`src/rtl/bch_pkg.sv`:
```
`timescale 1ns / 1ps
// ----------------------------------------------------------------------------
// bch_pkg
// Shared types, constants and helper functions of the bus command handler.
// ----------------------------------------------------------------------------
package bch_pkg;

    localparam int STORE_ENTRIES = 33;
    localparam int SCENE_COUNT   = 17;
    localparam int STORE_AW      = $clog2(STORE_ENTRIES);
    localparam int STORE_SLOTS   = 1 << STORE_AW;
    localparam int QDEPTH        = 2;
    localparam int QAW           = $clog2(QDEPTH);
    localparam int CFG_IW        = 2;

    localparam logic [7:0] BROADCAST_ADDR = 8'hff;
    localparam logic [7:0] GROUP_FIRST    = 8'd192;
    localparam logic [7:0] GROUP_LAST     = 8'd208;
    localparam logic [7:0] SCENE_BASE     = 8'd9;

    // store entries that also live in flops
    localparam logic [STORE_AW-1:0] ENTRY_POWER_ON = STORE_AW'(0);
    localparam logic [STORE_AW-1:0] ENTRY_MIN      = STORE_AW'(2);
    localparam logic [STORE_AW-1:0] ENTRY_MAX      = STORE_AW'(3);
    localparam logic [STORE_AW-1:0] ENTRY_SHORT    = STORE_AW'(6);
    localparam logic [STORE_AW-1:0] ENTRY_GROUP_LO = STORE_AW'(7);
    localparam logic [STORE_AW-1:0] ENTRY_GROUP_HI = STORE_AW'(8);
    localparam logic [STORE_AW-1:0] ENTRY_ZONE     = STORE_AW'(32);

    localparam logic [7:0] CMD_GOTO_LEVEL     = 8'd100;
    localparam logic [7:0] CMD_RECALL         = 8'd234;
    localparam logic [7:0] CMD_STORE_SCENE    = 8'd231;
    localparam logic [7:0] CMD_GROUP          = 8'h09;
    localparam logic [7:0] CMD_DTR_WRITE      = 8'h23;
    localparam logic [7:0] CMD_DTR_COMMIT     = 8'h24;
    localparam logic [7:0] CMD_QUERY_DTR      = 8'h25;
    localparam logic [7:0] CMD_DTR_LOAD       = 8'h26;
    localparam logic [7:0] CMD_QUERY_POWER_ON = 8'h27;
    localparam logic [7:0] CMD_QUERY_KIND     = 8'h31;

    localparam logic [CFG_IW-1:0] CFG_DEVICE_KIND    = CFG_IW'(0);
    localparam logic [CFG_IW-1:0] CFG_SCENE_FALLBACK = CFG_IW'(1);

    localparam logic [7:0]  RST_LEVEL    = 8'd100;
    localparam logic [7:0]  RST_MIN      = 8'd0;
    localparam logic [7:0]  RST_MAX      = 8'd100;
    localparam logic [7:0]  RST_OWN      = 8'd128;
    localparam logic [7:0]  RST_ZONE     = 8'd219;
    localparam logic [15:0] RST_GROUP    = 16'd1;
    localparam logic [7:0]  RST_KIND     = 8'd2;
    localparam logic [7:0]  RST_FALLBACK = 8'd5;

    typedef enum logic [3:0] {
        OP_NONE,
        OP_GOTO,
        OP_RECALL,
        OP_STORE,
        OP_GROUP,
        OP_DTR_WR,
        OP_COMMIT,
        OP_Q_DTR,
        OP_LOAD,
        OP_Q_PWR,
        OP_Q_KIND
    } t_op;

    // decoded frame as it travels from front to back
    typedef struct packed {
        t_op                 op;
        logic                bcast;
        logic                grp_range;
        logic [3:0]          grp_bit;
        logic [7:0]          addr;
        logic [7:0]          dat;
        logic                in_range;
        logic [STORE_AW-1:0] mem_addr;
    } t_cmd;

    typedef struct packed {
        logic       accepted;
        logic       level_updated;
        logic [7:0] level;
        logic [2:0] speed_code;
        logic       reply_valid;
        logic [7:0] reply_address;
        logic [7:0] reply_data;
    } t_result;

    // factory image of the settings store
    function automatic logic [7:0] factory_value(input logic [STORE_AW-1:0] idx);
        unique case (idx)
            STORE_AW'(0):  return 8'd100;
            STORE_AW'(1):  return 8'd50;
            STORE_AW'(2):  return 8'd0;
            STORE_AW'(3):  return 8'd100;
            STORE_AW'(4):  return 8'd5;
            STORE_AW'(5):  return 8'd6;
            STORE_AW'(6):  return 8'd128;
            STORE_AW'(7):  return 8'd1;
            STORE_AW'(8):  return 8'd0;
            STORE_AW'(9):  return 8'd6;
            STORE_AW'(10): return 8'd7;
            STORE_AW'(11): return 8'd8;
            ENTRY_ZONE:    return 8'd219;
            default:       return 8'd255;
        endcase
    endfunction

    function automatic logic [2:0] speed_of(input logic [7:0] lv);
        priority if (lv <= 8'd10)  return 3'd0;
        else if (lv <= 8'd20)      return 3'd1;
        else if (lv <= 8'd30)      return 3'd2;
        else if (lv <= 8'd50)      return 3'd3;
        else if (lv <= 8'd70)      return 3'd4;
        else if (lv <= 8'd90)      return 3'd5;
        else if (lv <= 8'd100)     return 3'd6;
        else                       return 3'd0;
    endfunction

endpackage

```
`src/rtl/bch_ram.sv`:
```
`timescale 1ns / 1ps
// ----------------------------------------------------------------------------
// bch_ram
// Generic single write port, single read port RAM with registered read.
// ----------------------------------------------------------------------------
module bch_ram #(
    parameter int WIDTH = 8,
    parameter int DEPTH = 32
) (
    input  logic                     i_clk,
    input  logic                     i_we,
    input  logic [$clog2(DEPTH)-1:0] i_waddr,
    input  logic [WIDTH-1:0]         i_wdata,
    input  logic                     i_re,
    input  logic [$clog2(DEPTH)-1:0] i_raddr,
    output logic [WIDTH-1:0]         o_rdata
);

    logic [WIDTH-1:0] r_mem [DEPTH];

    always_ff @(posedge i_clk) begin
        if (i_we) begin
            r_mem[i_waddr] <= i_wdata;
        end
        if (i_re) begin
            o_rdata <= r_mem[i_raddr];
        end
    end

endmodule

```
`src/rtl/bch_front.sv`:
```
`timescale 1ns / 1ps
// ----------------------------------------------------------------------------
// bch_front
// Accepts frames, decodes the command and address class, and queues them.
// ----------------------------------------------------------------------------
module bch_front
    import bch_pkg::*;
(
    input  logic       i_clk,
    input  logic       i_rst_n,
    input  logic       i_push,
    output logic       o_full,
    input  logic [7:0] i_address,
    input  logic [7:0] i_func,
    input  logic [7:0] i_data_byte,
    output logic       o_cmd_valid,
    output t_cmd       o_cmd,
    input  logic       i_cmd_pop
);

    t_cmd           dec;
    t_cmd           r_q [QDEPTH];
    logic [QAW-1:0] r_wp, r_rp, n_wp, n_rp;
    logic [QAW:0]   r_cnt, n_cnt;
    logic [8:0]     scene_sum;
    logic           scene_ok, loc_ok, is_scene, wr;

    assign scene_sum = {1'b0, i_data_byte} + {1'b0, SCENE_BASE};
    assign scene_ok  = (i_data_byte < 8'(SCENE_COUNT)) && (scene_sum < 9'(STORE_ENTRIES));
    assign loc_ok    = i_data_byte < 8'(STORE_ENTRIES);

    always_comb begin
        dec = '0;
        unique case (i_func)
            CMD_GOTO_LEVEL:     dec.op = OP_GOTO;
            CMD_RECALL:         dec.op = OP_RECALL;
            CMD_STORE_SCENE:    dec.op = OP_STORE;
            CMD_GROUP:          dec.op = OP_GROUP;
            CMD_DTR_WRITE:      dec.op = OP_DTR_WR;
            CMD_DTR_COMMIT:     dec.op = OP_COMMIT;
            CMD_QUERY_DTR:      dec.op = OP_Q_DTR;
            CMD_DTR_LOAD:       dec.op = OP_LOAD;
            CMD_QUERY_POWER_ON: dec.op = OP_Q_PWR;
            CMD_QUERY_KIND:     dec.op = OP_Q_KIND;
            default:            dec.op = OP_NONE;
        endcase
        dec.bcast     = i_address == BROADCAST_ADDR;
        dec.grp_range = (i_address >= GROUP_FIRST) && (i_address <= GROUP_LAST);
        dec.grp_bit   = i_address[3:0];
        dec.addr      = i_address;
        dec.dat       = i_data_byte;
        // scene commands address the scene area, the others the raw location
        dec.in_range  = is_scene ? scene_ok : loc_ok;
        dec.mem_addr  = is_scene ? scene_sum[STORE_AW-1:0] : i_data_byte[STORE_AW-1:0];
    end

    assign is_scene = (i_func == CMD_RECALL) || (i_func == CMD_STORE_SCENE);

    assign o_full      = r_cnt == (QAW+1)'(QDEPTH);
    assign o_cmd_valid = r_cnt != '0;
    assign o_cmd       = r_q[r_rp];
    assign wr          = i_push && !o_full;

    always_comb begin
        n_wp  = r_wp;
        n_rp  = r_rp;
        n_cnt = r_cnt;
        if (wr) begin
            n_wp = (r_wp == QAW'(QDEPTH-1)) ? '0 : r_wp + 1'b1;
        end
        if (i_cmd_pop) begin
            n_rp = (r_rp == QAW'(QDEPTH-1)) ? '0 : r_rp + 1'b1;
        end
        if (wr && !i_cmd_pop) begin
            n_cnt = r_cnt + 1'b1;
        end else if (!wr && i_cmd_pop) begin
            n_cnt = r_cnt - 1'b1;
        end
    end

    always_ff @(posedge i_clk) begin
        if (!i_rst_n) begin
            r_wp  <= '0;
            r_rp  <= '0;
            r_cnt <= '0;
        end else begin
            r_wp  <= n_wp;
            r_rp  <= n_rp;
            r_cnt <= n_cnt;
        end
    end

    always_ff @(posedge i_clk) begin
        if (wr) begin
            r_q[r_wp] <= dec;
        end
    end

endmodule

```
`src/rtl/bch_exec.sv`:
```
`timescale 1ns / 1ps
// ----------------------------------------------------------------------------
// bch_exec
// Back end: address match, command execution against the settings store,
// and the result register.
// ----------------------------------------------------------------------------
module bch_exec
    import bch_pkg::*;
(
    input  logic              i_clk,
    input  logic              i_rst_n,
    input  logic              i_cfg_we,
    input  logic [CFG_IW-1:0] i_cfg_index,
    input  logic [7:0]        i_cfg_data,
    input  logic              i_cmd_valid,
    input  t_cmd              i_cmd,
    output logic              o_cmd_pop,
    input  logic              i_pop,
    output logic              o_empty,
    output t_result           o_res
);

    typedef enum logic {S_IDLE, S_EXEC} t_state;

    t_state                 r_state, n_state;
    t_cmd                   r_cmd, n_cmd;
    logic                   r_rd_vld, n_rd_vld;
    logic [STORE_SLOTS-1:0] r_valid, n_valid;
    logic [7:0]             r_level, n_level, r_min, n_min, r_max, n_max;
    logic [7:0]             r_own, n_own, r_zone, n_zone;
    logic [15:0]            r_group, n_group;
    logic [7:0]             r_dtr, n_dtr;
    logic                   r_dtr_rdy, n_dtr_rdy;
    logic [7:0]             r_kind, n_kind, r_fallback, n_fallback;
    logic [7:0]             r_st_pwr, n_st_pwr, r_st_min, n_st_min, r_st_max, n_st_max;
    logic [7:0]             r_st_short, n_st_short, r_st_glo, n_st_glo;
    logic [7:0]             r_st_ghi, n_st_ghi, r_st_zone, n_st_zone;
    logic                   r_out_valid, n_out_valid;
    t_result                r_res, n_res;

    logic                   take, match;
    logic [7:0]             ram_q, rd_data, x_level, x_rdata, wr_data;
    logic                   x_updated, x_reply, x_reload, wr_en, ram_we;
    logic [15:0]            grp_new;

    assign take      = (r_state == S_IDLE) && i_cmd_valid && (!r_out_valid || i_pop);
    assign o_cmd_pop = take;
    assign o_empty   = !r_out_valid;
    assign o_res     = r_res;

    bch_ram #(
        .WIDTH (8),
        .DEPTH (STORE_ENTRIES)
    ) u_store (
        .i_clk   (i_clk),
        .i_we    (ram_we),
        .i_waddr (r_cmd.mem_addr),
        .i_wdata (wr_data),
        .i_re    (take),
        .i_raddr (i_cmd.mem_addr),
        .o_rdata (ram_q)
    );

    // entries kept in flops win over the ram; unwritten ram entries read factory
    always_comb begin
        unique case (r_cmd.mem_addr)
            ENTRY_POWER_ON: rd_data = r_st_pwr;
            ENTRY_MIN:      rd_data = r_st_min;
            ENTRY_MAX:      rd_data = r_st_max;
            ENTRY_SHORT:    rd_data = r_st_short;
            ENTRY_GROUP_LO: rd_data = r_st_glo;
            ENTRY_GROUP_HI: rd_data = r_st_ghi;
            ENTRY_ZONE:     rd_data = r_st_zone;
            default:        rd_data = r_rd_vld ? ram_q : factory_value(r_cmd.mem_addr);
        endcase
    end

    assign match = r_cmd.bcast || (r_cmd.addr == r_own) || (r_cmd.addr == r_zone)
                   || (r_cmd.grp_range && r_group[r_cmd.grp_bit]);

    assign grp_new = ({r_st_ghi, r_st_glo} & ~(16'd1 << r_cmd.dat[3:0]))
                     | ({15'd0, r_cmd.dat[4]} << r_cmd.dat[3:0]);

    always_comb begin
        n_state     = r_state;
        n_cmd       = take ? i_cmd : r_cmd;
        n_rd_vld    = take ? (i_cmd.in_range && r_valid[i_cmd.mem_addr]) : r_rd_vld;
        n_valid     = r_valid;
        n_level     = r_level;
        n_min       = r_min;
        n_max       = r_max;
        n_own       = r_own;
        n_zone      = r_zone;
        n_group     = r_group;
        n_dtr       = r_dtr;
        n_dtr_rdy   = r_dtr_rdy;
        n_kind      = r_kind;
        n_fallback  = r_fallback;
        n_st_pwr    = r_st_pwr;
        n_st_min    = r_st_min;
        n_st_max    = r_st_max;
        n_st_short  = r_st_short;
        n_st_glo    = r_st_glo;
        n_st_ghi    = r_st_ghi;
        n_st_zone   = r_st_zone;
        n_out_valid = r_out_valid && !i_pop;
        n_res       = r_res;
        x_level     = r_level;
        x_updated   = 1'b0;
        x_reply     = 1'b0;
        x_rdata     = 8'd0;
        x_reload    = 1'b0;
        wr_en       = 1'b0;
        wr_data     = r_level;
        ram_we      = 1'b0;

        if (i_cfg_we) begin
            unique case (i_cfg_index)
                CFG_DEVICE_KIND:    n_kind     = i_cfg_data;
                CFG_SCENE_FALLBACK: n_fallback = i_cfg_data;
                default:            ;
            endcase
        end

        if (take) begin
            n_state = S_EXEC;
        end

        if (r_state == S_EXEC) begin
            n_state = S_IDLE;
            if (match) begin
                unique case (r_cmd.op)
                    OP_GOTO: begin
                        if (r_cmd.dat > r_max) begin
                            x_level = r_max;
                        end else if (r_cmd.dat < r_min) begin
                            x_level = r_min;
                        end else begin
                            x_level = r_cmd.dat;
                        end
                        x_updated = 1'b1;
                    end
                    OP_RECALL: begin
                        if (r_cmd.in_range) begin
                            x_level = (rd_data <= r_min) ? r_fallback : rd_data;
                        end
                        x_updated = 1'b1;
                    end
                    OP_STORE: begin
                        wr_en = r_cmd.in_range;
                    end
                    OP_GROUP: begin
                        n_group  = grp_new;
                        n_st_glo = grp_new[7:0];
                        n_st_ghi = grp_new[15:8];
                    end
                    OP_DTR_WR: begin
                        n_dtr     = r_cmd.dat;
                        n_dtr_rdy = 1'b1;
                    end
                    OP_COMMIT: begin
                        if (r_dtr_rdy && r_cmd.in_range) begin
                            n_dtr_rdy = 1'b0;
                            wr_en     = 1'b1;
                            wr_data   = r_dtr;
                        end
                        x_reload = 1'b1;
                    end
                    OP_Q_DTR: begin
                        x_reply = 1'b1;
                        x_rdata = r_dtr;
                    end
                    OP_LOAD: begin
                        if (r_cmd.in_range) begin
                            n_dtr = rd_data;
                        end
                    end
                    OP_Q_PWR: begin
                        x_reply = 1'b1;
                        x_rdata = r_st_pwr;
                    end
                    OP_Q_KIND: begin
                        x_reply = 1'b1;
                        x_rdata = r_kind;
                    end
                    OP_NONE: ;
                    default: ;
                endcase
            end

            if (wr_en) begin
                unique case (r_cmd.mem_addr)
                    ENTRY_POWER_ON: n_st_pwr   = wr_data;
                    ENTRY_MIN:      n_st_min   = wr_data;
                    ENTRY_MAX:      n_st_max   = wr_data;
                    ENTRY_SHORT:    n_st_short = wr_data;
                    ENTRY_GROUP_LO: n_st_glo   = wr_data;
                    ENTRY_GROUP_HI: n_st_ghi   = wr_data;
                    ENTRY_ZONE:     n_st_zone  = wr_data;
                    default: begin
                        ram_we                  = 1'b1;
                        n_valid[r_cmd.mem_addr] = 1'b1;
                    end
                endcase
            end

            // reload sees the value just committed
            if (x_reload) begin
                n_group = {n_st_ghi, n_st_glo};
                n_min   = n_st_min;
                n_max   = n_st_max;
                n_own   = n_st_short;
                n_zone  = n_st_zone;
            end

            // power-on level save after every matched, recognized command
            if (match && (r_cmd.op != OP_NONE)) begin
                n_st_pwr = x_level;
            end

            n_level                 = x_level;
            n_out_valid             = 1'b1;
            n_res.accepted          = match;
            n_res.level_updated     = x_updated;
            n_res.level             = x_level;
            n_res.speed_code        = speed_of(x_level);
            n_res.reply_valid       = x_reply;
            n_res.reply_address     = x_reply ? n_own : 8'd0;
            n_res.reply_data        = x_rdata;
        end
    end

    always_ff @(posedge i_clk) begin
        r_cmd    <= n_cmd;
        r_rd_vld <= n_rd_vld;
        r_res    <= n_res;
        if (!i_rst_n) begin
            r_state     <= S_IDLE;
            r_valid     <= '0;
            r_level     <= RST_LEVEL;
            r_min       <= RST_MIN;
            r_max       <= RST_MAX;
            r_own       <= RST_OWN;
            r_zone      <= RST_ZONE;
            r_group     <= RST_GROUP;
            r_dtr       <= 8'd0;
            r_dtr_rdy   <= 1'b0;
            r_kind      <= RST_KIND;
            r_fallback  <= RST_FALLBACK;
            r_st_pwr    <= factory_value(ENTRY_POWER_ON);
            r_st_min    <= factory_value(ENTRY_MIN);
            r_st_max    <= factory_value(ENTRY_MAX);
            r_st_short  <= factory_value(ENTRY_SHORT);
            r_st_glo    <= factory_value(ENTRY_GROUP_LO);
            r_st_ghi    <= factory_value(ENTRY_GROUP_HI);
            r_st_zone   <= factory_value(ENTRY_ZONE);
            r_out_valid <= 1'b0;
        end else begin
            r_state     <= n_state;
            r_valid     <= n_valid;
            r_level     <= n_level;
            r_min       <= n_min;
            r_max       <= n_max;
            r_own       <= n_own;
            r_zone      <= n_zone;
            r_group     <= n_group;
            r_dtr       <= n_dtr;
            r_dtr_rdy   <= n_dtr_rdy;
            r_kind      <= n_kind;
            r_fallback  <= n_fallback;
            r_st_pwr    <= n_st_pwr;
            r_st_min    <= n_st_min;
            r_st_max    <= n_st_max;
            r_st_short  <= n_st_short;
            r_st_glo    <= n_st_glo;
            r_st_ghi    <= n_st_ghi;
            r_st_zone   <= n_st_zone;
            r_out_valid <= n_out_valid;
        end
    end

endmodule

```
`src/rtl/bus_command_handler.sv`:
```
`timescale 1ns / 1ps
// ----------------------------------------------------------------------------
// bus_command_handler
// Command handler for one control gear on a two-wire lighting bus.
//
//   channel   handshake                 payload
//   frame in  push / full               i_address, i_func, i_data_byte
//   result    empty / pop               o_accepted .. o_reply_data
//   config    i_cfg_valid / o_cfg_ready i_cfg_index, i_cfg_data
//
// A frame waits at the head of the front queue until the back end takes it and
// issues its store read, then executes in the next cycle; a new frame is taken
// only once the last has executed. Queue entry, command and result are registered.
// The front queue holds 2 frames and keeps accepting while a result waits;
// the back end stalls while its result register is full and not popped.
// Synchronous reset restores the factory settings at once; no clearing pass.
// ----------------------------------------------------------------------------
module bus_command_handler
    import bch_pkg::*;
(
    input  logic              i_clk,
    input  logic              i_rst_n,
    input  logic              push,
    output logic              full,
    input  logic [7:0]        i_address,
    input  logic [7:0]        i_func,
    input  logic [7:0]        i_data_byte,
    output logic              empty,
    input  logic              pop,
    output logic              o_accepted,
    output logic              o_level_updated,
    output logic [7:0]        o_level,
    output logic [2:0]        o_speed_code,
    output logic              o_reply_valid,
    output logic [7:0]        o_reply_address,
    output logic [7:0]        o_reply_data,
    input  logic              i_cfg_valid,
    output logic              o_cfg_ready,
    input  logic [CFG_IW-1:0] i_cfg_index,
    input  logic [7:0]        i_cfg_data
);

    t_cmd    cmd;
    logic    cmd_valid, cmd_pop, res_pop;
    t_result res;

    assign o_cfg_ready = 1'b1;
    assign res_pop     = pop && !empty;

    bch_front u_front (
        .i_clk       (i_clk),
        .i_rst_n     (i_rst_n),
        .i_push      (push),
        .o_full      (full),
        .i_address   (i_address),
        .i_func      (i_func),
        .i_data_byte (i_data_byte),
        .o_cmd_valid (cmd_valid),
        .o_cmd       (cmd),
        .i_cmd_pop   (cmd_pop)
    );

    bch_exec u_exec (
        .i_clk       (i_clk),
        .i_rst_n     (i_rst_n),
        .i_cfg_we    (i_cfg_valid && o_cfg_ready),
        .i_cfg_index (i_cfg_index),
        .i_cfg_data  (i_cfg_data),
        .i_cmd_valid (cmd_valid),
        .i_cmd       (cmd),
        .o_cmd_pop   (cmd_pop),
        .i_pop       (res_pop),
        .o_empty     (empty),
        .o_res       (res)
    );

    assign o_accepted      = res.accepted;
    assign o_level_updated = res.level_updated;
    assign o_level         = res.level;
    assign o_speed_code    = res.speed_code;
    assign o_reply_valid   = res.reply_valid;
    assign o_reply_address = res.reply_address;
    assign o_reply_data    = res.reply_data;

    // a reply or a level update only comes from a matched frame
    a_reply_needs_match: assert property (@(posedge i_clk) disable iff (!i_rst_n)
        !empty && (o_reply_valid || o_level_updated) |-> o_accepted)
        else $error("reply or level update on an unmatched frame");

    a_no_reply_zero: assert property (@(posedge i_clk) disable iff (!i_rst_n)
        !empty && !o_reply_valid |-> (o_reply_data == 8'd0) && (o_reply_address == 8'd0))
        else $error("reply fields not cleared without a reply");

    a_speed_range: assert property (@(posedge i_clk) disable iff (!i_rst_n)
        !empty |-> o_speed_code <= 3'd6)
        else $error("speed code out of range");

    a_reset_clears: assert property (@(posedge i_clk)
        !i_rst_n |=> !full && empty)
        else $error("queues not empty after reset");

endmodule
```
`config.mk`:
```
export PLATFORM = sky130hd
export DESIGN_NAME = bus_command_handler
export DESIGN_NICKNAME = d
export VERILOG_FILES = /design/src/rtl/bch_pkg.sv /design/src/rtl/bch_ram.sv /design/src/rtl/bch_front.sv /design/src/rtl/bch_exec.sv /design/src/rtl/bus_command_handler.sv
export SDC_FILE = /design/constraint.sdc
export NUM_CORES = 1
export LEC_CHECK = 0
export BUFFER_PORTS_ARGS = -buffer_cell sky130_fd_sc_hd__buf_4
export CAP_MARGIN = 20
export CORE_ASPECT_RATIO = 1.2
export CORE_MARGIN = 2
export CORE_UTILIZATION = 67
export DETAILED_ROUTE_END_ITERATION = 6
export PLACE_DENSITY = 0.88
export SLEW_MARGIN = 20
export SYNTH_ARGS = -nofsm -noshare
export SYNTH_HDL_FRONTEND = slang
export SYNTH_HIERARCHICAL = 1
export SYNTH_SLANG_ARGS = --single-unit
export TNS_END_PERCENT = 50
```
`constraint.sdc`:
```
create_clock -name i_clk -period 8.13 [get_ports i_clk]
set_input_delay 1.2195 -clock i_clk [delete_from_list [all_inputs] [get_ports i_clk]]
set_output_delay 1.2195 -clock i_clk [all_outputs]
set_load 0.02 [all_outputs]
```
; Yosys cells after proc, flatten, opt, wreduce, memory -nomap -nowiden
; Memory sizes are Yosys's and may differ from the RTL's. A register that Yosys moved wholly into a read port is not among the register bits.
; Index checks and enable logic that the tools add are counted.
; Widths: inputs -> output; s select.
[op_classes]
add_sub_neg = 5
magnitude_cmp = 19
n_eq_ne = 33
shifts = 2
mux = 83
bitwise_logic = 7
n_reduce_logical = 49
[ops]
columns = operator, n
row1 = $mux 8, 32
row2 = $or 64x64->64, 1
row3 = $pmux 8 s7, 1
row4 = $eq 8x6->1 const B, 6
row5 = $mux 16, 3
row6 = $pmux 4 s10, 1
row7 = $pmux 8 s2, 2
row8 = $mux 1, 29
row9 = $eq 8x8->1 const B, 3
row10 = $le 8x7->1 const B, 3
row11 = $pmux 8 s3, 1
row12 = $and 16x16->16, 1
row13 = $eq 4x3->1 const B, 4
row14 = $eq 8x8->1, 2
row15 = $le 8x5->1 const B, 2
row16 = $not 16->16, 1
row17 = $or 16x16->16, 1
row18 = $reduce_bool 2->1, 8
row19 = $shl 1x4->16, 1
row20 = $shl 1x4->16 const A, 1
row21 = $logic_and 1x1->1, 14
row22 = $lt 6x7->1 const B, 2
row23 = $eq 4x4->1 const B, 3
row24 = $eq 6x2->1 const B, 2
row25 = 46 further kinds, 74
[totals]
reg_bits = 271
ram_bits = 330
romBits = 512
input_bits = 39
memories = 3
[mem_list]
columns = memory, words, word_bits, rd, rd_ports_with_merged_regs, write_ports, line
row1 = (name not given), 64, 8, 1, 1, 0, bch_pkg.sv:91  ; unique case (idx)
row2 = u_exec.u_store.r_mem, 33, 8, 1, 1, 1, bch_ram.sv:19  ; logic [WIDTH-1:0] r_mem [DEPTH];
row3 = u_front.r_q, 2, 33, 1, 1, 1, bch_front.sv:22  ; t_cmd r_q [QDEPTH];

; Longest topological paths before layout
; Gate-level depths: netlist of run 1.
[depth]
depth_word = 15
mapped_depth = 19
mapped_depth_nobuf = 17

; By module
; The synthesis of run 1 kept the hierarchy.
[by_module_without_submodules]
columns = module, n_inst, cells_each, area_each_um2
row1 = bch_exec, 1, 1507, 14315.0
row2 = bch_ram, 1, 593, 10799.1
row3 = bch_front, 1, 174, 2708.8
row4 = bus_command_handler, 1, 3, 25.0

; Least setup slack after synthesis of run 1
; OpenSTA, ideal clock, no wires.
[synth_timing]
path_type = input port to flip-flop
start = in pop
end = reg (tool-made name)
arrival_ns = 4.404
required_time_ns = 8.060
path_slack_ns = 3.656
stages = 10
path_buffers = 1
path_cell_list = nor2b_4 > o21a_1 > and2_1 > clkbuf_1 > mux2i_1 > inv_1 > ha_1 > o211ai_1 > o31ai_1 > a21oi_1
[synth_rtl]
columns = item, line
row1 = start: declaration, bus_command_handler.sv:29  ; input logic pop,

; Final worst setup path of run 1
[layout_timing]
start = reg u_exec/r_cmd[2] (netlist bit)
end = reg u_exec.r_res (netlist bit u_exec/o_res[17]) (data pin)
[layout_via]
elab_chain_len = 14
word_cells_on_any_way = 25
[layout_lines]
columns = item, line
row1 = start: declaration, bch_exec.sv:26  ; t_cmd r_cmd, n_cmd;
row2 = start signal: assignment, bch_exec.sv:234  ; r_cmd <= n_cmd;
row3 = $eq 6x6->1 (tied with other cells), bch_exec.sv:66  ; unique case (r_cmd.mem_addr)
row4 = $pmux 8 s7 *, bch_exec.sv:66
row5 = $le 8x8->1, bch_exec.sv:145  ; x_level = (rd_data <= r_min) ? r_fallback : rd_data;
row6 = $mux 8 *, bch_exec.sv:145
row7 = $mux 8 *, bch_exec.sv:144  ; if (r_cmd.in_range) begin
row8 = $pmux 8 s2 *, bch_exec.sv:132  ; unique case (r_cmd.op)
row9 = $mux 8 *, bch_exec.sv:131  ; if (match) begin
row10 = $mux 8 *, bch_exec.sv:129  ; if (r_state == S_EXEC) begin
row11 = $le 8x7->1, bch_pkg.sv:115  ; else if (lv <= 8'd90) return 3'd5;
row12 = $mux 3, bch_pkg.sv:115
row13 = $mux 3, bch_pkg.sv:114  ; else if (lv <= 8'd70) return 3'd4;
row14 = $mux 2, bch_pkg.sv:113  ; else if (lv <= 8'd50) return 3'd3;
row15 = $mux 2, bch_pkg.sv:112  ; else if (lv <= 8'd30) return 3'd2;
row16 = $mux 1, bch_pkg.sv:111  ; else if (lv <= 8'd20) return 3'd1;
row17 = end signal: assignment, bch_exec.sv:236  ; r_res <= n_res;
row18 = end: declaration, bch_exec.sv:39  ; t_result r_res, n_res;
; Mark *: on every way between the ends. The rest lies on a longest branch, timed or not. The select of a mux whose other input is x is not followed.
; A chain may end at the register's enable or synchronous reset.

==> results.py, run 1 <==
metrics = {
    "cells_and_area": {
        "stdcell_area_sq_um": 30400,
        "antennaDiodeCount": 0,
        "area_growth_pct": 9.17,
        "fillers": 2537,
        "stdcell_count": 2881,
        "nets": 2368,
        "drive_gt1_frac": 0.142,
    },
    "drt": {
        "wl_per_cell_microns": 25.1,
        "drtIter0Drc": 1819,
        "vias_per_cell": 6.69,
        "via_count": 19300,
        "firstDrtPassIters": 7,
        "drc_errors": 0,
        "antenna_left": 0,
        "wirelength_microns": 72400,
    },
    "power_and_ir_drop": {
        "pwr-share-seq": 0.425,
        "total_leakage_power_nw": 11.3,
        "combPwrFrac": 0.314,
        "switching_share": 0.355,
        "clkPwrFrac": 0.261,
        "ir_worst_vdd_mv": 0.249,
        "internal_power_mw": 6.27,
        "power_mw": 9.73,
        "p_sw_mw": 3.45,
        "p_per_area_nw_per_um2": 320,
    },
    "clock_tree": {
        "cts_hold_buf": 0,
        "cts_sinks": 610,
        "post-cts-setup-buffers": 0,
        "ctsResizeCount": 0,
        "clk_latency_ps": 620,
        "clockBufferDepth": 3,
        "cts_buffers": 55,
        "cts_tree": "built",
        "htreeDepth": 2,
        "cts.clk_slew.worst_paths_ps": 60,
        "cts-root-buf": "clkbuf_16",
    },
    "floorplan": {
        "coreArea_sq_um": 40800,
        "ios": 72,
        "die_h_microns": 227,
        "dieArea_sq_um": 43200,
        "initial_core_util": 0.682,
        "rows": 81,
        "die_w_microns": 190,
    },
    "timing": {
        "fmax_mhz": 194,
        "post-route-min-period_ps": 5150,
        "hold_viol_final": 0,
        "setup_tns_ps": 0,
        "relSlewSlack": 0.276,
        "tightestPinTransition_ps": 1090,
        "slew_violations": 0,
        "rsz0062_at_grt": "no",
        "holdWs_ps": 464,
        "setup_violations": 0,
        "post-route-period-util": 0.634,
        "final.setup_skew_ps": 26.3,
    },
    "grt": {
        "grt_pass1_wl_microns": 110000,
        "first_global_vias": 19200,
        "gr-total-overflow": 0,
        "grt_max_degree": 120,
        "grt_use_total": 0.337,
        "antenna_found_initial": 0,
    },
    "place": {
        "portBuffers": 70,
        "placed_cell_area_sq_um": 28600,
        "dp_cells": 2779,
        "gp_congestion": 0.978,
        "dp_hpwl_microns": 48200,
    },
    "synth": {
        "synthCells": 2277,
        "synth.cell_area_sq_um": 27800,
        "synth_seq_cells": 610,
        "synth_edf_count": 394,
        "syn_area_per_cell_sq_um": 12.2,
        "ys.flop_type": "edfxtp_1",
        "yosysMostFrequentCell": "edfxtp_1",
        "synth_nets": 2348,
        "postSynth.asyncResetShare": 0,
        "yosysSeqAreaShare": 0.580,
        "ys_warn_count": 6,
        "synthTopCellsByArea": "edfxtp_1 42%, dfxtp_1 16%, mux2i_1 7.2%, nor2_1 2.9%, nand2_1 2.2%",
        "yosys-top-cells-count": "394 x edfxtp_1, 216 x dfxtp_1, 214 x nor2_1",
        "synthDistinctLibCells": 98,
        "synth_top_area_cell": "edfxtp_1",
        "yosysTopAreaCellShare": 0.425,
    },
    "worst_setup_path": {
        "worstSetupPathType": "reg2reg",
        "required_ps": 8460,
        "arrival_ps": 5480,
        "path_max_fanout": 29,
        "reg2reg_slack_ps": 2980,
        "cp-start-kind": "flip-flop",
        "cp-end-kind": "flip-flop",
    },
    "worst_hold_path": {
        "hold_path_class": "reg2reg",
    },
    "status": {
        "status": "complete, no violations",
    },
    "run": {
        "max_cap_viol_count": 0,
    },
}
state kept, by name, indices dropped and copies added, names as in the netlist, 16 cells and up, named ones only:
signal                cells
u_exec/r_group           16
u_exec/u_store/r_mem    264
u_exec/o_res             30
u_front/r_q              58
u_exec/r_valid           64
u_exec/r_cmd             33
cells in the final DEF, fill, tap and decap left out, drive strengths merged, types with 34 or more instances in the layout:
master,n
edfxtp,394
nor2,224
dfxtp,216
mux2i,201
nand2,167
buf,105
a21oi,103
clkbuf,74
nor2b,68
a22oi,61
o21ai,57
inv,49
mux2,48
o21a,39
a211oi,38
and2,34
power groups by stage:
stage | logic (mW) | registers (mW) | clock network [mW]
final | 3.05 | 4.13 | 2.54
after detailed placement | 2.97 | 4.18 | 0
after global placement | 2.87 | 4.17 | 0
after CTS | 3.00 | 4.12 | 2.56
after floorplan | 2.14 | 4.07 | 0
after global routing | 3.26 | 4.15 | 2.68
final timing paths:
kind,depth (start not counted),to,startpoint
hold reg to reg,1,u_exec/r_valid[2],u_exec/r_valid[2]
setup / recovery,17,u_exec/o_res[17],u_exec/r_cmd[2]
setup reg to reg,17,u_exec/o_res[17],u_exec/r_cmd[2]
hold / removal,1,u_exec/r_valid[2],u_exec/r_valid[2]
stage by stage:
stage | worst slack [ps] | utilization
detailed placement | 3120 | 0.701
CTS | 3100 | 0.744
floorplan | 3660 | -
global route | 2580 | 0.744
finish | 2980 | 0.744
global placement | 3240 | 0.701
routing by layer:
layer | GRT usage | wire length (microns) | vias to the layer above
met5 | 0 | 0 | -
met4 | 0.201 | 4530 | 0
met3 | 0.0558 | 5490 | 269
met2 | 0.579 | 36100 | 1044
met1 | 0.401 | 26300 | 9393
li1 | - | - | 8570
critical path, stage by stage (launching register included):
cell and delay (ps):
edfxtp_1 720, nor4_2 680, and2_0 460, a22oi_1 150, and4_1 270, inv_1 70, ha_1 230, and4_1 220
and4_1 190, a31oi_1 270, nor2_1 190, a22oi_1 220, a21oi_1 120, a21oi_1 350, inv_1 160, a2111o_1 370
nand4b_1 90, a32oi_1 80
kinds of logic after synthesis:
| kind of cell | share of synthesized area |
|---|---|
| AND/OR/NAND/NOR | 0.120 |
| flip-flops | 0.580 |
| AO/OA/AOI/OAI | 0.132 |
| multiplexers | 0.111 |
| buffers and inverters | 0.0335 |
| adder cells (fa/ha/maj) | 0.0147 |
| XOR/XNOR | 0.00786 |
| other | 0.000135 |
area by class of cell:
cell class              count  area [sq um]  area share
repair buffers            105           788      0.0259
well taps                 539           674      0.0222
flip-flops and latches    610         16200       0.532
clock inverters            28           293     0.00963
multi-input cells        1477         10800       0.356
clock buffers              74          1470      0.0484
inverters                  48           183     0.00601
No activity file was read; power rests on OpenSTA's default activity.
==> inputs of run 2 (changes only) <==
--- a/config.mk
+++ b/config.mk
@@ -9,9 +9,9 @@
 export CAP_MARGIN = 20
 export CORE_ASPECT_RATIO = 1.2
 export CORE_MARGIN = 2
-export CORE_UTILIZATION = 67
+export CORE_UTILIZATION = 63
 export DETAILED_ROUTE_END_ITERATION = 6
-export PLACE_DENSITY = 0.88
+export PLACE_DENSITY = 0.83
 export SLEW_MARGIN = 20
 export SYNTH_ARGS = -nofsm -noshare
 export SYNTH_HDL_FRONTEND = slang
==> constraint.sdc (replaced) <==
create_clock -name i_clk -period 5 [get_ports i_clk]
set_input_delay 0.75 -clock i_clk [delete_from_list [all_inputs] [get_ports i_clk]]
set_output_delay 0.75 -clock i_clk [all_outputs]
set_load 0.02 [all_outputs]
==> results.py, run 2 (synthesis results as in run 1) <==
metrics = {
    "status": {
        "status": "complete, no violations",
    },
    "timing": {
        "setup_violations": 0,
        "post-route-period-util": 0.928,
        "slew_violations": 0,
        "relSlewSlack": 0.260,
        "hold_viol_final": 0,
        "fmax_mhz": 215,
        "fin_ws_ps": 359,
        "setup_tns_ps": 0,
        "tightestPinTransition_ps": 1110,
        "holdWs_ps": 323,
        "post-route-min-period_ps": 4640,
        "final.setup_skew_ps": 31.6,
        "rsz0062_at_grt": "no",
    },
    "power_and_ir_drop": {
        "power_mw": 16.2,
        "total_leakage_power_nw": 11.5,
        "ir_worst_vdd_mv": 0.340,
        "p_per_area_nw_per_um2": 527,
    },
    "cells_and_area": {
        "max_flop_register": "u_exec/u_store/r_mem",
        "fillers": 2956,
        "reg_top3": "u_exec/u_store/r_mem (264), u_exec/r_valid (64), u_front/r_q (58)",
        "layout_common_cells": "394 x edfxtp_1, 215 x dfxtp_1, 212 x nor2_1",
        "area_growth_pct": 10.3,
        "stdcell_count": 2922,
        "nets": 2384,
        "final_common_cell": "edfxtp_1",
        "largest_reg_flops": 264,
        "drive_gt1_frac": 0.151,
    },
    "place": {
        "portBuffers": 70,
        "pre_cts_slack_ps": 167,
        "gp_congestion": 1.01,
        "dp_hpwl_microns": 49700,
        "dp_cells": 2813,
    },
    "drt": {
        "via_count": 19100,
        "drc_errors": 0,
        "wirelength_microns": 72900,
        "drtIter0Drc": 2009,
        "antenna_left": 0,
        "firstDrtPassIters": 6,
        "vias_per_cell": 6.54,
        "wl_per_cell_microns": 25.0,
    },
    "floorplan": {
        "coreArea_sq_um": 43700,
        "rows": 84,
        "ios": 72,
        "initial_core_util": 0.637,
        "die_w_microns": 196,
        "dieArea_sq_um": 45900,
        "die_h_microns": 234,
    },
    "clock_tree": {
        "cts_buffers": 57,
        "htreeDepth": 2,
        "post-cts-setup-buffers": 0,
        "ctsResizeCount": 0,
        "cts-root-buf": "clkbuf_16",
        "cts_tree": "built",
        "cts_hold_buf": 0,
        "cts.clk_slew.worst_paths_ps": 70,
        "clk_latency_ps": 620,
        "clockBufferDepth": 3,
        "cts_sinks": 610,
    },
    "worst_hold_path": {
        "hold_start": "i_address[7]",
        "hold_path_class": "in2reg",
        "whs_path_depth": 1,
        "hold_path_end": "u_front/r_q[0][22]",
    },
    "grt": {
        "gr-total-overflow": 0,
        "antenna_found_initial": 0,
        "grt_use_total": 0.314,
        "grt_pass1_wl_microns": 109000,
        "grt_max_degree": 85,
        "first_global_vias": 18600,
    },
    "worst_setup_path": {
        "r2r_cells": 16,
        "cp-start-kind": "flip-flop",
        "reg2reg_slack_ps": 360,
        "arrival_ps": 5100,
        "path_max_fanout": 13,
        "required_ps": 5460,
        "reg2reg_to": "u_exec/o_res[17]",
        "worstSetupPathType": "reg2reg",
        "timing.rr.start": "u_exec/r_cmd[0]",
        "cp-end-kind": "flip-flop",
    },
    "run": {
        "max_cap_viol_count": 0,
    },
}
[run 2: where the power goes]
group          switching [mW]  internal [mW]  total, mW
Sequential              0.556           6.18       6.74
Clock                    1.88           2.54       4.42
Combinational            3.25           1.77       5.03
[run 2: area by class of cell]
class | count | area (sq um) | area share
multi-input combinational | 1477 | 10800 | 0.353
clock buffer | 75 | 1580 | 0.0513
sequential | 610 | 16200 | 0.526
antenna | 1 | 2.50 | 0.0000815
clock inverter | 33 | 343 | 0.0112
timing repair buffer | 119 | 906 | 0.0295
tap | 559 | 699 | 0.0228
inverter | 48 | 183 | 0.00595
[run 2: layer usage]
layer / up-vias / wire length, microns / global-route usage / part of all wire
li1: 8602 / - / - / -
met3: 246 / 5250 / 0.0483 / 0.072
met1: 9346 / 27600 / 0.386 / 0.38
met5: - / 0 / 0 / 0
met2: 929 / 35800 / 0.536 / 0.49
met4: 0 / 4240 / 0.172 / 0.058
[run 2: critical path, cell delays in order (launching register included)]
cell       delay (ps)
edfxtp_1          590
nor4bb_1          210
and2_1            280
a222oi_1          410
and4_1            350
inv_1              60
ha_1              280
and4_1            240
o2111ai_1         160
a31oi_2           290
nor2_1            170
a221o_1           380
a21oi_1           180
o21ai_2           160
o311ai_1          410
nand2_1           140
a32oi_1           170
[run 2: worst max path at each step]
| stage | start | end | slack (ps) | cells after the start |
|---|---|---|---|---|
| finish | u_exec/r_cmd[0] | u_exec/o_res[17] | 360 | 16 |
| global route | u_exec/r_cmd[0] | u_exec/o_res[17] | 30 | 17 |
| CTS | u_exec/r_cmd[4] | u_exec/o_res[17] | 150 | 17 |
| detailed placement | u_exec/r_cmd[4] | u_exec/o_res[17] | 170 | 17 |
| global placement | u_exec/r_cmd[4] | u_exec/o_res[17] | 270 | 17 |
| floorplan | u_exec/r_state | flip-flop | 710 | 11 |
[run 2: metrics by stage]
| stage | utilization | instance area (sq um) |
|---|---|---|
| global route | 0.702 | 30700 |
| global placement | 0.658 | 28800 |
| CTS | 0.702 | 30700 |
| finish | 0.702 | 30700 |
| floorplan | - | 27800 |
| detailed placement | 0.658 | 28800 |
==> inputs of run 3 (changes only) <==
--- a/config.mk
+++ b/config.mk
@@ -9,9 +9,10 @@
 export CAP_MARGIN = 20
 export CORE_ASPECT_RATIO = 1.2
 export CORE_MARGIN = 2
-export CORE_UTILIZATION = 63
+export CORE_UTILIZATION = 65
+export CTS_BUF_LIST = sky130_fd_sc_hd__clkbuf_8
 export DETAILED_ROUTE_END_ITERATION = 6
-export PLACE_DENSITY = 0.83
+export PLACE_DENSITY = 0.85
 export SLEW_MARGIN = 20
 export SYNTH_ARGS = -nofsm -noshare
 export SYNTH_HDL_FRONTEND = slang
==> results.py, run 3 (synthesis results as in run 1) <==
metrics = {
    "status": {
        "status": "complete, no violations",
    },
    "worst_setup_path": {
        "cp-start-kind": "flip-flop",
        "cp-end-kind": "flip-flop",
        "path_max_fanout": 13,
        "worstSetupPathType": "reg2reg",
        "required_ps": 5560,
        "arrival_ps": 5250,
    },
    "grt": {
        "grt_max_degree": 89,
        "first_global_vias": 19000,
        "grt_use_total": 0.326,
        "grt_pass1_wl_microns": 109000,
        "antenna_found_initial": 2,
        "gr-total-overflow": 0,
    },
    "cells_and_area": {
        "multi_input_area_sq_um": 10800,
        "final_common_cell": "edfxtp_1",
        "max_flop_register": "u_exec/u_store/r_mem",
        "nets": 2415,
        "largest_reg_flops": 264,
        "reg_top3": "u_exec/u_store/r_mem (264), u_exec/r_valid (64), u_front/r_q (58)",
        "drive_gt1_frac": 0.157,
        "layout_common_cells": "394 x edfxtp_1, 215 x dfxtp_1, 211 x nor2_1",
        "area_growth_pct": 9.55,
        "regArea_sq_um": 16200,
        "stdcell_area_sq_um": 30500,
        "fillers": 2849,
    },
    "timing": {
        "relSlewSlack": 0.281,
        "fmax_mhz": 213,
        "setup_violations": 0,
        "slew_violations": 0,
        "tightestPinTransition_ps": 1080,
        "fin_ws_ps": 313,
        "setup_tns_ps": 0,
        "holdWs_ps": 272,
        "post-route-period-util": 0.937,
        "hold_viol_final": 0,
        "rsz0062_at_grt": "no",
        "final.setup_skew_ps": 35.5,
        "post-route-min-period_ps": 4690,
    },
    "floorplan": {
        "die_w_microns": 193,
        "dieArea_sq_um": 44500,
        "rows": 83,
        "initial_core_util": 0.654,
        "die_h_microns": 231,
        "ios": 72,
        "coreArea_sq_um": 42600,
    },
    "drt": {
        "antenna_left": 0,
        "drtIter0Drc": 1638,
        "firstDrtPassIters": 6,
        "wirelength_microns": 72600,
        "drc_errors": 0,
        "via_count": 19400,
        "wl_per_cell_microns": 24.4,
        "vias_per_cell": 6.51,
    },
    "place": {
        "placed_cell_area_sq_um": 28700,
        "portBuffers": 70,
        "dp_hpwl_microns": 49000,
        "pre_cts_slack_ps": 34.6,
        "gp_congestion": 0.986,
    },
    "power_and_ir_drop": {
        "ir_worst_vdd_mv": 0.414,
        "total_leakage_power_nw": 11.6,
        "p_per_area_nw_per_um2": 512,
    },
    "clock_tree": {
        "cts-root-buf": "clkbuf_8",
        "htreeDepth": 3,
        "clk_latency_ps": 700,
        "clockBufferDepth": 3,
        "cts_tree": "built",
        "post-cts-setup-buffers": 0,
        "cts.clk_slew.worst_paths_ps": 70,
        "cts_buffers": 92,
        "cts_sinks": 610,
    },
    "worst_hold_path": {
        "hold_path_class": "in2reg",
    },
    "run": {
        "max_cap_viol_count": 0,
    },
}
[run 3: changes by cell type in the layout (fill, tap and decap cells not counted), moves of 2 or more]
cell	before	now
clkinv_1	6	18
inv_6	4	1
clkbuf_8	4	103
inv_1	46	79
clkbuf_16	59	0
clkbuf_1	12	0
buf_4	118	114
clkinvlp_4	5	1
clkinv_4	2	0
bufinv_16	6	2
[run 3: through the flow]
stage	utilization	power (mW)	cells
2_1_floorplan	-	10.1	2277
3_3_place_gp	0.675	11.5	2802
3_5_place_dp	0.675	11.7	2802
4_1_cts	0.716	15.6	2972
5_1_grt	0.716	16.3	2973
6_report	0.716	15.6	2974
[run 3: metal layers]
layer	vias to the layer above	share of wire	track usage
li1	8695	-	-
met1	9441	0.38	0.394
met2	970	0.49	0.545
met3	250	0.073	0.0585
met4	2	0.059	0.196
met5	-	0.00017	0
[run 3: critical path: stages (launching register included)]
cell	delay, ps
edfxtp_1	450
buf_4	210
nor2b_1	140
and2_1	290
a222oi_1	390
and4_1	360
inv_1	60
ha_1	280
a21oi_1	150
a2bb2oi_1	250
a31oi_2	160
nor2_1	370
o2bb2ai_1	170
a31oi_1	90
o21ai_1	460
a21o_1	250
mux2_4	320
a21oi_2	150
[run 3: area by class of cell]
type                    count  area share
inverters                  48     0.00599
clock buffers             103      0.0465
well taps                 552      0.0226
flip-flops and latches    610       0.530
clock inverters            67      0.0111
diodes                      2    0.000164
multi-input cells        1477       0.355
repair buffers            115      0.0287
[run 3: what timing repair did]
action / 4_1_cts / 5_1_grt
gates resized for setup: 0 / 4
hold buffers: 0 / 0
setup endpoints to repair: 0 / 3
[run 3: power by group]
part | switching (mW) | internal (mW)
logic | 3.25 | 1.77
clock network | 1.91 | 1.99
registers | 0.518 | 6.19
[run 3: worst paths after layout]
kind	startpoint	slack [ps]	cells after the start	end
min reg2reg	u_exec/r_valid[2]	450	1	u_exec/r_valid[2]
max	u_exec/r_cmd[2]	310	17	u_exec/o_res[18]
min	i_data_byte[7]	270	1	u_front/r_q[1][14]
max reg2reg	u_exec/r_cmd[2]	310	17	u_exec/o_res[18]
